--- src/hw/rtl/sds_pkg.sv ---
// ----------------------------------------------------------------------------
// sds_pkg
// Shared constants and types of the SCAN disk scheduler.
// ----------------------------------------------------------------------------
package sds_pkg;

    localparam int QUEUE_DEPTH = 32;
    localparam int CYL_BITS    = 16;
    localparam int TOT_W       = 17;
    localparam int CNT_W       = $clog2(QUEUE_DEPTH + 1);
    localparam int IDX_W       = (QUEUE_DEPTH > 1) ? $clog2(QUEUE_DEPTH) : 1;

    localparam logic KIND_ADD = 1'b0;
    localparam logic KIND_RUN = 1'b1;

    // result of the shared compare / distance unit
    typedef struct packed {
        logic                a_lt_b;
        logic                a_gt_b;
        logic [CYL_BITS-1:0] diff;
    } alu_res_t;

    // one head move as handed to the output register
    typedef struct packed {
        logic [CYL_BITS-1:0] from_cylinder;
        logic [CYL_BITS-1:0] to_cylinder;
        logic [CYL_BITS-1:0] distance;
        logic [TOT_W-1:0]    total_seek;
        logic [CNT_W-1:0]    request_count;
        logic                is_last;
    } move_t;

endpackage

--- src/hw/rtl/sds_alu.sv ---
// ----------------------------------------------------------------------------
// sds_alu
// Shared compare and absolute-difference unit used by the insertion, search and sweep steps.
// ----------------------------------------------------------------------------
module sds_alu
    import sds_pkg::*;
(
    input  logic [CYL_BITS-1:0] a,
    input  logic [CYL_BITS-1:0] b,
    output alu_res_t            res
);

    logic [CYL_BITS:0] sub_ab;

    // one subtractor gives the ordering, and the distance when a is not below b
    assign sub_ab     = {1'b0, a} - {1'b0, b};
    assign res.a_lt_b = sub_ab[CYL_BITS];
    assign res.a_gt_b = !sub_ab[CYL_BITS] && (sub_ab[CYL_BITS-1:0] != '0);
    assign res.diff   = sub_ab[CYL_BITS] ? (b - a) : sub_ab[CYL_BITS-1:0];

endmodule

--- src/hw/rtl/sds_seq.sv ---
// ----------------------------------------------------------------------------
// sds_seq
// Request store and sequencer: sorted insertion and the SCAN sweep through the
// shared compare / distance unit, one entry per cycle unless out_free is low.
// ----------------------------------------------------------------------------
module sds_seq
    import sds_pkg::*;
(
    input  logic                aclk,
    input  logic                aresetn,
    input  logic                s_valid,
    output logic                s_ready,
    input  logic                s_kind,
    input  logic [CYL_BITS-1:0] s_cylinder,
    input  logic [CYL_BITS-1:0] last_cylinder,
    input  logic                out_free,
    output logic                move_valid,
    output move_t               move
);

    typedef enum logic [7:0] {
        ST_IDLE    = 8'b0000_0001,
        ST_INS_CMP = 8'b0000_0010,
        ST_INS_PUT = 8'b0000_0100,
        ST_SRCH    = 8'b0000_1000,
        ST_UP      = 8'b0001_0000,
        ST_TURN    = 8'b0010_0000,
        ST_DOWN    = 8'b0100_0000,
        ST_EMPTY   = 8'b1000_0000
    } state_t;

    state_t              state_reg, state_next;
    logic [CNT_W-1:0]    count_reg, count_next;
    logic [CNT_W-1:0]    idx_reg, idx_next;
    logic [CNT_W-1:0]    first_reg, first_next;
    logic [CYL_BITS-1:0] pos_reg, pos_next;
    logic [TOT_W-1:0]    total_reg, total_next;

    logic [CYL_BITS-1:0] mem [QUEUE_DEPTH];
    logic [CYL_BITS-1:0] rdata_reg;
    logic                mem_we;
    logic [IDX_W-1:0]    mem_waddr;
    logic [CYL_BITS-1:0] mem_wdata;
    logic [IDX_W-1:0]    mem_raddr;

    logic [CYL_BITS-1:0] alu_a;
    alu_res_t            alu_res;
    logic [TOT_W-1:0]    total_sum;
    logic [CNT_W-1:0]    count_m1, idx_p1, idx_m1, idx_m2, first_m1;

    sds_alu u_alu (
        .a   (alu_a),
        .b   (pos_reg),
        .res (alu_res)
    );

    assign count_m1  = count_reg - CNT_W'(1);
    assign idx_p1    = idx_reg + CNT_W'(1);
    assign idx_m1    = idx_reg - CNT_W'(1);
    assign idx_m2    = idx_reg - CNT_W'(2);
    assign first_m1  = first_reg - CNT_W'(1);
    assign total_sum = total_reg + TOT_W'(alu_res.diff);
    assign alu_a     = (state_reg == ST_TURN) ? last_cylinder : rdata_reg;
    assign s_ready   = (state_reg == ST_IDLE);

    always_ff @(posedge aclk) begin
        if (mem_we) begin
            mem[mem_waddr] <= mem_wdata;
        end
        rdata_reg <= mem[mem_raddr];
    end

    always_comb begin
        state_next = state_reg;
        count_next = count_reg;
        idx_next   = idx_reg;
        first_next = first_reg;
        pos_next   = pos_reg;
        total_next = total_reg;
        mem_we     = 1'b0;
        mem_waddr  = idx_reg[IDX_W-1:0];
        mem_wdata  = pos_reg;
        mem_raddr  = idx_reg[IDX_W-1:0];
        move_valid = 1'b0;
        move.from_cylinder = pos_reg;
        move.to_cylinder   = alu_a;
        move.distance      = alu_res.diff;
        move.total_seek    = total_sum;
        move.request_count = count_reg;
        move.is_last       = 1'b0;

        unique case (state_reg)
            ST_IDLE: begin
                mem_raddr = (s_kind == KIND_RUN) ? '0 : count_m1[IDX_W-1:0];
                if (s_valid) begin
                    pos_next   = s_cylinder;
                    total_next = '0;
                    if (s_kind == KIND_ADD) begin
                        if (count_reg < CNT_W'(QUEUE_DEPTH)) begin
                            if (count_reg == '0) begin
                                mem_we     = 1'b1;
                                mem_waddr  = '0;
                                mem_wdata  = s_cylinder;
                                count_next = CNT_W'(1);
                            end else begin
                                idx_next   = count_reg;
                                state_next = ST_INS_CMP;
                            end
                        end
                    end else if (count_reg == '0) begin
                        state_next = ST_EMPTY;
                    end else begin
                        idx_next   = '0;
                        state_next = ST_SRCH;
                    end
                end
            end
            ST_INS_CMP: begin
                // rdata is the entry just below the hole at idx
                mem_we = 1'b1;
                if (alu_res.a_gt_b) begin
                    mem_wdata = rdata_reg;
                    idx_next  = idx_m1;
                    if (idx_reg == CNT_W'(1)) begin
                        state_next = ST_INS_PUT;
                    end else begin
                        mem_raddr = idx_m2[IDX_W-1:0];
                    end
                end else begin
                    count_next = count_reg + CNT_W'(1);
                    state_next = ST_IDLE;
                end
            end
            ST_INS_PUT: begin
                mem_we     = 1'b1;
                count_next = count_reg + CNT_W'(1);
                state_next = ST_IDLE;
            end
            ST_SRCH: begin
                if (!alu_res.a_lt_b) begin
                    first_next = idx_reg;
                    state_next = ST_UP;
                end else if (idx_p1 == count_reg) begin
                    first_next = count_reg;
                    state_next = ST_TURN;
                end else begin
                    idx_next  = idx_p1;
                    mem_raddr = idx_p1[IDX_W-1:0];
                end
            end
            ST_UP: begin
                if (out_free) begin
                    move_valid = 1'b1;
                    pos_next   = rdata_reg;
                    total_next = total_sum;
                    if (idx_p1 == count_reg) begin
                        if (first_reg == '0) begin
                            move.is_last = 1'b1;
                            count_next   = '0;
                            state_next   = ST_IDLE;
                        end else begin
                            state_next = ST_TURN;
                        end
                    end else begin
                        idx_next  = idx_p1;
                        mem_raddr = idx_p1[IDX_W-1:0];
                    end
                end
            end
            ST_TURN: begin
                // trip to the far end, prefetching the highest lower request
                mem_raddr = first_m1[IDX_W-1:0];
                if (out_free) begin
                    move_valid = 1'b1;
                    pos_next   = last_cylinder;
                    total_next = total_sum;
                    idx_next   = first_m1;
                    state_next = ST_DOWN;
                end
            end
            ST_DOWN: begin
                if (out_free) begin
                    move_valid = 1'b1;
                    pos_next   = rdata_reg;
                    total_next = total_sum;
                    if (idx_reg == '0) begin
                        move.is_last = 1'b1;
                        count_next   = '0;
                        state_next   = ST_IDLE;
                    end else begin
                        idx_next  = idx_m1;
                        mem_raddr = idx_m1[IDX_W-1:0];
                    end
                end
            end
            ST_EMPTY: begin
                move.to_cylinder   = pos_reg;
                move.distance      = '0;
                move.total_seek    = '0;
                move.request_count = '0;
                move.is_last       = 1'b1;
                if (out_free) begin
                    move_valid = 1'b1;
                    state_next = ST_IDLE;
                end
            end
            default: begin
                state_next = ST_IDLE;
            end
        endcase
    end

    always_ff @(posedge aclk) begin
        if (!aresetn) begin
            state_reg <= ST_IDLE;
            count_reg <= '0;
        end else begin
            state_reg <= state_next;
            count_reg <= count_next;
        end
        idx_reg   <= idx_next;
        first_reg <= first_next;
        pos_reg   <= pos_next;
        total_reg <= total_next;
    end

endmodule

--- src/hw/rtl/scan_disk_scheduler_top.sv ---
// ----------------------------------------------------------------------------
// scan_disk_scheduler_top
// SCAN (elevator) disk scheduler with a sorted request queue, upward sweep
// first, and a registered move output.
// ----------------------------------------------------------------------------
// An add beat (kind 0) inserts a cylinder into a queue of up to QUEUE_DEPTH
// requests kept in ascending order; a full queue ignores it. Insertion shifts
// larger entries up one store entry per cycle. A run beat (kind 1) carries
// the head position: the sequencer searches the store for the first request
// at or above the head (one entry per cycle), then emits one move per cycle
// upward while the output takes them, one trip to last_cylinder if lower
// requests remain, and the lower requests descending; an empty queue gives
// one zero move. The pace of insertion and run is set by the single read port
// of the request store and the one shared compare / distance unit. Input
// ready is high only while the sequencer is idle; the output register lets
// the next beat be taken while the final move still waits. last_cylinder is
// written through cfg_wr_en / cfg_wr_data and resets to the top cylinder.
module scan_disk_scheduler_top
    import sds_pkg::*;
(
    input  logic                aclk,
    input  logic                aresetn,
    input  logic                cfg_wr_en,
    input  logic [CYL_BITS-1:0] cfg_wr_data,
    input  logic                s_valid,
    output logic                s_ready,
    input  logic                s_kind,
    input  logic [CYL_BITS-1:0] s_cylinder,
    output logic                m_valid,
    input  logic                m_ready,
    output logic [CYL_BITS-1:0] m_from_cylinder,
    output logic [CYL_BITS-1:0] m_to_cylinder,
    output logic [CYL_BITS-1:0] m_distance,
    output logic [TOT_W-1:0]    m_total_seek,
    output logic [CNT_W-1:0]    m_request_count,
    output logic                m_is_last
);

    logic [CYL_BITS-1:0] last_cylinder_reg;
    logic                m_valid_reg;
    move_t               move_reg;
    logic                out_free;
    logic                move_valid;
    move_t               move;

    assign out_free = !m_valid_reg || m_ready;

    sds_seq u_seq (
        .aclk          (aclk),
        .aresetn       (aresetn),
        .s_valid       (s_valid),
        .s_ready       (s_ready),
        .s_kind        (s_kind),
        .s_cylinder    (s_cylinder),
        .last_cylinder (last_cylinder_reg),
        .out_free      (out_free),
        .move_valid    (move_valid),
        .move          (move)
    );

    always_ff @(posedge aclk) begin
        if (!aresetn) begin
            last_cylinder_reg <= '1;
            m_valid_reg       <= 1'b0;
        end else begin
            if (cfg_wr_en) begin
                last_cylinder_reg <= cfg_wr_data;
            end
            if (out_free) begin
                m_valid_reg <= move_valid;
            end
        end
        if (out_free && move_valid) begin
            move_reg <= move;
        end
    end

    assign m_valid         = m_valid_reg;
    assign m_from_cylinder = move_reg.from_cylinder;
    assign m_to_cylinder   = move_reg.to_cylinder;
    assign m_distance      = move_reg.distance;
    assign m_total_seek    = move_reg.total_seek;
    assign m_request_count = move_reg.request_count;
    assign m_is_last       = move_reg.is_last;

endmodule

--- config.mk ---
export PLATFORM = sky130hd
export DESIGN_NAME = scan_disk_scheduler_top
export DESIGN_NICKNAME = d
export VERILOG_FILES = /design/src/hw/rtl/sds_pkg.sv /design/src/hw/rtl/sds_alu.sv /design/src/hw/rtl/sds_seq.sv /design/src/hw/rtl/scan_disk_scheduler_top.sv
export SDC_FILE = /design/constraint.sdc
export NUM_CORES = 1
export LEC_CHECK = 0
export ABC_CLOCK_PERIOD_IN_PS = 7650
export BUFFER_PORTS_ARGS = -buffer_cell sky130_fd_sc_hd__buf_4
export CAP_MARGIN = 5
export CORE_AREA = 2 2 216 271
export CTS_BUF_LIST = sky130_fd_sc_hd__clkbuf_4
export CTS_CLUSTER_DIAMETER = 30
export DETAILED_ROUTE_END_ITERATION = 6
export DIE_AREA = 0 0 218 273
export GPL_ROUTABILITY_DRIVEN = 0
export PLACE_DENSITY_LB_ADDON = 0.2
export SLEW_MARGIN = 20
export SYNTH_ARGS = -nofsm -noshare
export SYNTH_HDL_FRONTEND = slang
export SYNTH_SLANG_ARGS = --single-unit
--- constraint.sdc ---
create_clock -name aclk -period 7.65 [get_ports aclk]
set_clock_uncertainty 0.1 [all_clocks]
set_input_delay 0.765 -clock aclk [delete_from_list [all_inputs] [get_ports aclk]]
set_output_delay 0.765 -clock aclk [all_outputs]
set_load 0.02 [all_outputs]
[After elaboration in Yosys (flattened, before gate mapping)]
Memory sizes are Yosys's and may differ from the RTL's. A register that Yosys moved wholly into a read port is not among the register bits.
Cells that the tools add are included.
W data, S select, Z words.
Operators by class
  $mul: 0
  magnitude comparators: 1
  equal/unequal tests: 33
  $add $sub $neg: 9
  reductions and logical operators: 23
  shifts and indexed selects: 0
  bitwise gates (word level): 0
  multiplexer cells: 88
  divide/modulo/power cells: 0
Operators by type and width (count)
  $mux W16: 10
  $mux W6: 25
  $mux W8: 15
  $mux W5: 13
  $pmux W8 S7: 1
  $mux W55: 1
  $pmux W16 S3: 1
  $pmux W6 S6: 1
  $mux W17: 2
  $pmux W17 S2: 1
  $pmux W16 S2: 1
  $pmux W5 S6: 1
  $pmux W6 S5: 1
  $reduce_and A11 Y1: 2
  $ne A2 B2 Y1 const B: 10
  $logic_not A6 Y1: 3
  $ne A2 B1 Y1 const B: 9
  $add A17 B16 Y17: 1
  $sub A16 B16 Y17: 1
  $reduce_bool A16 Y1: 1
  $sub A16 B16 Y16: 1
  $mux W1: 13
  $add A6 B1 Y6 const B: 2
  $sub A6 B1 Y6 const B: 2
  32 further kinds: 36
Storage, ports and cells
  output and inout bits: 74
  bits of input ports: 38
  memories: 1
  bits in latches: 0
  bits in writable memories: 512
  word-level logic and storage cells: 169
  register bits after elaboration: 148
  ROM bits: 0
Memory list
  u_seq.mem: depth 32, width 16, read ports 1, clocked after memory_dff 1, write ports 1, RTL line sds_seq.sv:39  | logic [CYL_BITS-1:0] mem [QUEUE_DEPTH];

[Depth between registers and ports, before layout]
Gate-level depths: netlist of the first run.
  depth after elaboration: 8
  depth in mapped cells: 33

[Modules after synthesis]
From an unflattened synthesis of the first run, not the netlist that was laid out.
Second synthesis, totals
  cell total of the unflattened synthesis: 2290
  area total of the unflattened synthesis: 30898.4 µm²
Modules (own cells, without submodules)
  sds_seq: cells an instance 1903, area each 26215.1 µm², times used 1
  scan_disk_scheduler_top: cells an instance 129, area each 2787.7 µm², times used 1
  sds_alu: cells an instance 258, area each 1895.6 µm², times used 1

[Worst setup path after synthesis of the first run]
OpenSTA, ideal clock, no wires.
  path type: register -> register
  start point: reg u_seq.state_reg[1]
  end point: reg move_reg (netlist bit m_distance[0]) (enable)
  slack: 1.172 ns
  clock period less this slack: 6.478 ns
  buffers on the path: 5
  required time: 7.024 ns
  data arrival time: 5.852 ns
  cell stages (with the launch flop): 11
  cells stage by stage: dfxtp_1 buf_2 or3_1 or4_1 buf_2 nand2_1 clkbuf_1 nor2_1 clkbuf_1 buf_1 a21oi_1
On the way
  longest elaborated chain between the ends: 4
  elaborated cells on any way between the ends: 7
  classes of those cells: eq/ne (4); mux (1); reduce/logical (2)
RTL lines
  start: declaration: RTL line sds_seq.sv:32  | state_t state_reg, state_next;
  start signal: assignment: RTL line sds_seq.sv:218  | state_reg <= state_next;
  $eq A8 B5 Y1 (tied with other cells): RTL line sds_seq.sv:92  | unique case (state_reg)
  $reduce_or A4 Y1 (no line) (*)
  $mux W1 (*)
  net move_valid: RTL line scan_disk_scheduler_top.sv:43  | logic move_valid;
  $logic_and A1 B1 Y1 (*): RTL line scan_disk_scheduler_top.sv:73  | if (out_free && move_valid) begin
  end signal: assignment: RTL line scan_disk_scheduler_top.sv:74  | move_reg <= move;
  end: declaration: RTL line scan_disk_scheduler_top.sv:41  | move_t move_reg;
Mark *: on every way through the listed nets, which the timed path passes. The rest lies on a longest branch.
A chain may end at the register's enable or synchronous reset.

==> results.yml, run 1 <==
detailed_routing:
  drt-total-wl_um: 77100
  final_antenna_net_count: 0
  drtPass1Iterations: 7
  num_vias: 20400
  via_per_inst: 5.92
  wl_per_cell_um: 22.3
  route.detailed.drc: 0
  drtIter0Drc: 1821
clocking:
  cts_tree: "built"
  clkLatencyLatePin_ns: 0.99
  postCtsSetupBuffers: 0
  cts.htree.levels: 4
  cts_made_buffers: 162
  root_buffer: "clkbuf_4"
  hold_buffers: 50
  clk_pin_slew_ns: 0.07
  cts_resized: 0
  cts_sinks: 676
  clockBufferDepth: 3
critical_path:
  reg2reg_depth: 26
  critPathMaxFanout: 16
  r2r-end: "m_total_seek[16]"
  crit_path_end: "m_total_seek[16]"
  cp.arrival_ns: 7.44
  timing.rr.start: "u_seq.state_reg[7]"
  end_kind: "flip-flop"
  crit_type: "flip-flop to flip-flop"
  required_ns: 8.23
  r2r_setup_slack_ns: 0.79
  worstSetupStartpoint: "u_seq.state_reg[7]"
  cp-start-kind: "flip-flop"
global_routing:
  met1_usage_pct: 31.7
  gr-total-overflow: 0
  grt_pass1_wl_um: 116000
  grt_usage_pct: 26.0
  first_global_vias: 20300
  grt_max_degree: 79
  busiest_layer: "met2"
  antenna_found_initial: 3
  use_met2_pct: 43.5
  grt_use_met3_pct: 5.55
logic_synthesis:
  synth-compound-area-share_pct: 10.6
  synth_edf_count: 629
  synth_top_family_by_area: "compound AO/OA/AOI/OAI gates"
  synthCells: 2293
  yosysSeqAreaShare_pct: 63.9
  synthMuxAreaShare_pct: 9.93
  async_reset_ff_share_pct: 0
  synth_nets: 2393
  synth_fa_ha_area_share_pct: 2.57
  synthSimpleGateAreaFrac_pct: 8.44
  yosys_warnings: 0
  avgSynthCellArea_um2: 13.5
  synth_cell_types: 85
  synth_xor_area_share_pct: 1.77
  netlist_area_um2: 31000
  ys_seq_elements: 676
  synth_flop_cell: "edfxtp_1"
timing:
  worst_hold_slack_ns: 0.320
  fmax_mhz: 146
  period_share_pct: 89.7
  tightest_slew_ns: 1.03
  period_minus_slack_ns: 6.86
  slew_viol_final: 0
  rsz0062_at_grt: "no"
  setup_violations: 0
  report.final.hold_viol_count: 0
  setup_slack_ns: 0.789
  slew_headroom_pct: 31.0
  setup_tns_ns: 0
floorplan:
  die_h_um: 273
  initial_utilization_pct: 54.6
  core-area_um2: 56900
  fp.dieW_um: 218
  dieArea_um2: 59500
  ios: 112
  rows: 98
final_layout:
  final_net_count: 2665
  drive_gt1_share_pct: 18.5
  layout_common_cells: "629 x edfxtp_1, 308 x mux2i_1, 231 x clkbuf_4"
  syn_to_final_growth_pct: 14.7
  final_common_cell: "edfxtp_1"
  num-fill-cells: 4387
  stdcell_count: 3453
  largest_reg_flops: 512
placement:
  port_buffers: 111
  dp_hpwl_um: 49300
  place_inst: 3101
  dp_slack_ns: 0.886
hold_path:
  hold_path.class: "primary input to flip-flop"
run:
  max_cap_viol_count: 0
run_status:
  status: "completed"
-- cell usage after synthesis (38+ instances only) --
cell	instances	area, µm²
a211oi_1	91	683
a21oi_1	124	621
buf_2	54	270
clkbuf_1	53	199
dfxtp_1	47	941
edfxtp_1	629	18900
ha_1	59	738
inv_1	61	229
mux2i_1	308	3080
nand2_1	126	473
nand3_1	39	195
nor2_1	160	601
nor2b_1	74	463
xnor2_1	38	333
-- through the flow --
stage / area, µm² / util [%]
6_report: 35600 / 62.6
5_1_grt: 35600 / 62.6
4_1_cts: 35600 / 62.6
3_5_place_dp: 33000 / 57.9
3_3_place_gp: 33000 / 57.9
2_1_floorplan: 31000 / -
-- worst max-delay path: stages (launching register included) --
cell and delay (ns):
dfxtp_1 0.37, nor2_1 0.30, nand4_1 0.34, buf_4 0.32, a21boi_0 0.43, ha_1 0.23
inv_1 0.05, fa_1 0.47, a211oi_2 0.33, or4b_4 0.24, nand3_1 0.12, a31o_2 0.38
o21ai_0 0.24, xnor2_1 0.17, ha_1 0.29, a21o_1 0.19, a21oi_1 0.22, o21bai_1 0.09
a21oi_1 0.24, o21bai_1 0.10, a21oi_1 0.28, o211ai_1 0.19, a41oi_1 0.33, o21bai_1 0.10
a21oi_1 0.18, xor2_1 0.22, nor2_1 0.06
-- worst min path at each step --
stage	slack, ns	cells past startpoint	end	start
after floorplan	0.34	2	last_cylinder_reg[0]	last_cylinder_reg[0]
after global placement	0.36	2	last_cylinder_reg[9]	last_cylinder_reg[9]
after detailed placement	0.36	2	last_cylinder_reg[7]	last_cylinder_reg[7]
after CTS	0.18	3	u_seq.count_reg[0]	s_valid
after global routing	0.23	3	u_seq.count_reg[0]	s_valid
final	0.32	3	u_seq.count_reg[0]	s_valid
-- final cells by class --
class | instances | area, µm² | area share, %
Multi-Input combinational cell | 1423 | 10400 | 29.2
Timing Repair Buffer | 241 | 2060 | 5.78
Sequential cell | 676 | 19800 | 55.7
Clock buffer | 231 | 1730 | 4.87
Tap cell | 750 | 938 | 2.63
Inverter | 61 | 229 | 0.643
Clock inverter | 66 | 408 | 1.15
Antenna cell | 5 | 12.5 | 0.0351
-- layer usage --
layer | vias up | part of all wire, %
li1 | 9394 | -
met4 | 0 | 5.0
met3 | 212 | 6.2
met1 | 9978 | 39
met5 | - | 0
met2 | 846 | 50
-- kinds of logic (layout without fill, tap and decap cells) --
group	Yosys count	in the layout
flops	676	676
compound gates	461	461
other cells	0	5
xor+xnor	61	61
mux	308	308
simple gates	531	531
fa+ha+maj	62	62
buf+inv	194	599
Power of run 1 is left out: the tool's default activity adds up to more than one toggle a clock period on the data nets, which glitch-free logic cannot reach.
==> run 2: changes to the inputs <==
--- a/config.mk
+++ b/config.mk
@@ -8,13 +8,13 @@
 export ABC_CLOCK_PERIOD_IN_PS = 7650
 export BUFFER_PORTS_ARGS = -buffer_cell sky130_fd_sc_hd__buf_4
 export CAP_MARGIN = 5
-export CORE_AREA = 2 2 216 271
+export CORE_AREA = 2 2 270 338
 export CTS_BUF_LIST = sky130_fd_sc_hd__clkbuf_4
 export CTS_CLUSTER_DIAMETER = 30
 export DETAILED_ROUTE_END_ITERATION = 6
-export DIE_AREA = 0 0 218 273
+export DIE_AREA = 0 0 272 340
 export GPL_ROUTABILITY_DRIVEN = 0
-export PLACE_DENSITY_LB_ADDON = 0.2
+export PLACE_DENSITY = 0.56
 export SLEW_MARGIN = 20
 export SYNTH_ARGS = -nofsm -noshare
 export SYNTH_HDL_FRONTEND = slang
==> run 2 against run 1 <==
Non-clock buffer count up 1. Wire length up 10%. Register-to-register slack worse by 0.26 ns. Flip-flop and latch count unchanged. Final cell count up 13%. Core utilization down 22 points. Fmax down 3.7%. First-iteration DRC count down 9.7%. Worst setup slack worse by 0.26 ns. Global-route usage down 7.8 points. Critical path depth down 6. Critical endpoint is now u_seq.rdata_reg[4]. Largest cell class unchanged.
==> results.yml, run 2 (same netlist as run 1, synthesis figures left out) <==
run_status:
  status: "completed"
timing:
  period_minus_slack_ns: 7.12
  slew_headroom_pct: 24.6
  report.final.hold_viol_count: 0
  slew_viol_final: 0
  setup_tns_ns: 0
  setup_violations: 0
  rsz0062_at_grt: "no"
  tightest_slew_ns: 1.13
  fmax_mhz: 140
  period_share_pct: 93.1
clocking:
  cts.htree.levels: 4
  hold_buffers: 61
  cts_resized: 0
  postCtsSetupBuffers: 0
  cts_made_buffers: 173
  root_buffer: "clkbuf_4"
  clockBufferDepth: 3
  cts_sinks: 676
  clk_pin_slew_ns: 0.06
  clkLatencyLatePin_ns: 1.07
  cts_tree: "built"
critical_path:
  critPathMaxFanout: 47
  cp-start-kind: "flip-flop"
  cp.arrival_ns: 7.93
  crit_chain: "nor2_1, nand4_1, buf_4, a21boi_0, inv_1, ha_1, nand2_1, or4b_4, nand3_1, a31oi_2, a21oi_1, nor4_1, a22oi_2, buf_12, buf_12, buf_12, mux2i_1, a21oi_1, o22ai_1, a211oi_2"
  crit_slowest_cell: "a21oi_1"
  crit_type: "flip-flop to flip-flop"
  critPathMaxStageDelay_ns: 0.76
  end_kind: "flip-flop"
  path_buf_inv: 5
  cpMostUsedCell: "buf_12"
  r2r_setup_slack_ns: 0.53
  required_ns: 8.46
  crit_family: "compound AO/OA/AOI/OAI gates"
detailed_routing:
  route.detailed.drc: 0
  wl_per_cell_um: 21.8
  drt-total-wl_um: 85000
  num_vias: 20400
  via_per_inst: 5.23
  drtPass1Iterations: 6
  drtIter0Drc: 1645
  final_antenna_net_count: 0
global_routing:
  antenna_found_initial: 2
  first_global_vias: 20500
  busiest_layer: "met2"
  gr-total-overflow: 0
  grt_use_met3_pct: 3.73
  met1_usage_pct: 22.0
  use_met2_pct: 31.3
  grt_max_degree: 118
  grt_pass1_wl_um: 127000
  grt_usage_pct: 18.2
final_layout:
  num-fill-cells: 8329
  finish.utilization_pct: 40.6
  drive_gt1_share_pct: 18.1
  syn_to_final_growth_pct: 16.8
  stdcell_count: 3903
  final_common_cell: "edfxtp_1"
  layout_common_cells: "629 x edfxtp_1, 308 x mux2i_1, 238 x clkbuf_4"
  largest_reg_flops: 512
  final_net_count: 2677
floorplan:
  ios: 112
  rows: 123
  die_h_um: 340
  core-area_um2: 89400
  fp.dieW_um: 272
  dieArea_um2: 92500
  initial_utilization_pct: 34.7
placement:
  dp_hpwl_um: 55400
  place_inst: 3528
  port_buffers: 111
hold_path:
  hold_path.class: "primary input to flip-flop"
run:
  max_cap_viol_count: 0
run 2: cell types whose count changed in the layout (fill, tap and decap cells not counted), sizes merged:
cell and delta:
buf -10, inv -4, diode -1, clkinv +10
dlygate4sd3 +11, clkbuf +7
run 2: path summary, 6_finish.rpt:
check                startpoint                   to  cells after the start
max reg2reg  u_seq.state_reg[7]   u_seq.rdata_reg[4]                     20
min                     s_valid   u_seq.count_reg[0]                      3
max          u_seq.state_reg[7]   u_seq.rdata_reg[4]                     20
min reg2reg   u_seq.pos_reg[15]  m_from_cylinder[15]                      0
run 2: layout make-up:
class / instances / area, µm² / area share, %
Timing Repair Buffer: 242 / 2080 / 5.74
Antenna cell: 4 / 10.0 / 0.0276
Clock buffer: 238 / 1790 / 4.93
Multi-Input combinational cell: 1423 / 10400 / 28.7
Sequential cell: 676 / 19800 / 54.7
Clock inverter: 72 / 425 / 1.17
Tap cell: 1187 / 1490 / 4.10
Inverter: 61 / 229 / 0.631
run 2: per-layer routing:
metal,part of all wire [%],routed length (µm)
met1,41,34400
met2,50,42600
met3,5.5,4640
met4,3.8,3260
met5,0,0
run 2: metrics by stage:
| step | instance area, µm² | hold slack [ns] | setup slack (ns) |
|---|---|---|---|
| after global routing | 36300 | 0.190 | 0.101 |
| after global placement | 33400 | 0.365 | 0.588 |
| after detailed placement | 33400 | 0.370 | 0.481 |
| final | 36300 | 0.251 | 0.529 |
| after CTS | 36200 | 0.106 | 0.487 |
| after floorplan | 31000 | 0.341 | 1.17 |
run 2: worst reg2reg max path, cell delays in order (launching register included):
cell	delay (ns)
dfxtp_1	0.36
nor2_1	0.33
nand4_1	0.24
buf_4	0.29
a21boi_0	0.60
inv_1	0.11
ha_1	0.50
nand2_1	0.12
or4b_4	0.54
nand3_1	0.16
a31oi_2	0.27
a21oi_1	0.76
nor4_1	0.13
a22oi_2	0.35
buf_12	0.34
buf_12	0.33
buf_12	0.37
mux2i_1	0.25
a21oi_1	0.10
o22ai_1	0.64
a211oi_2	0.09
Power of run 2 is left out for the same reason.
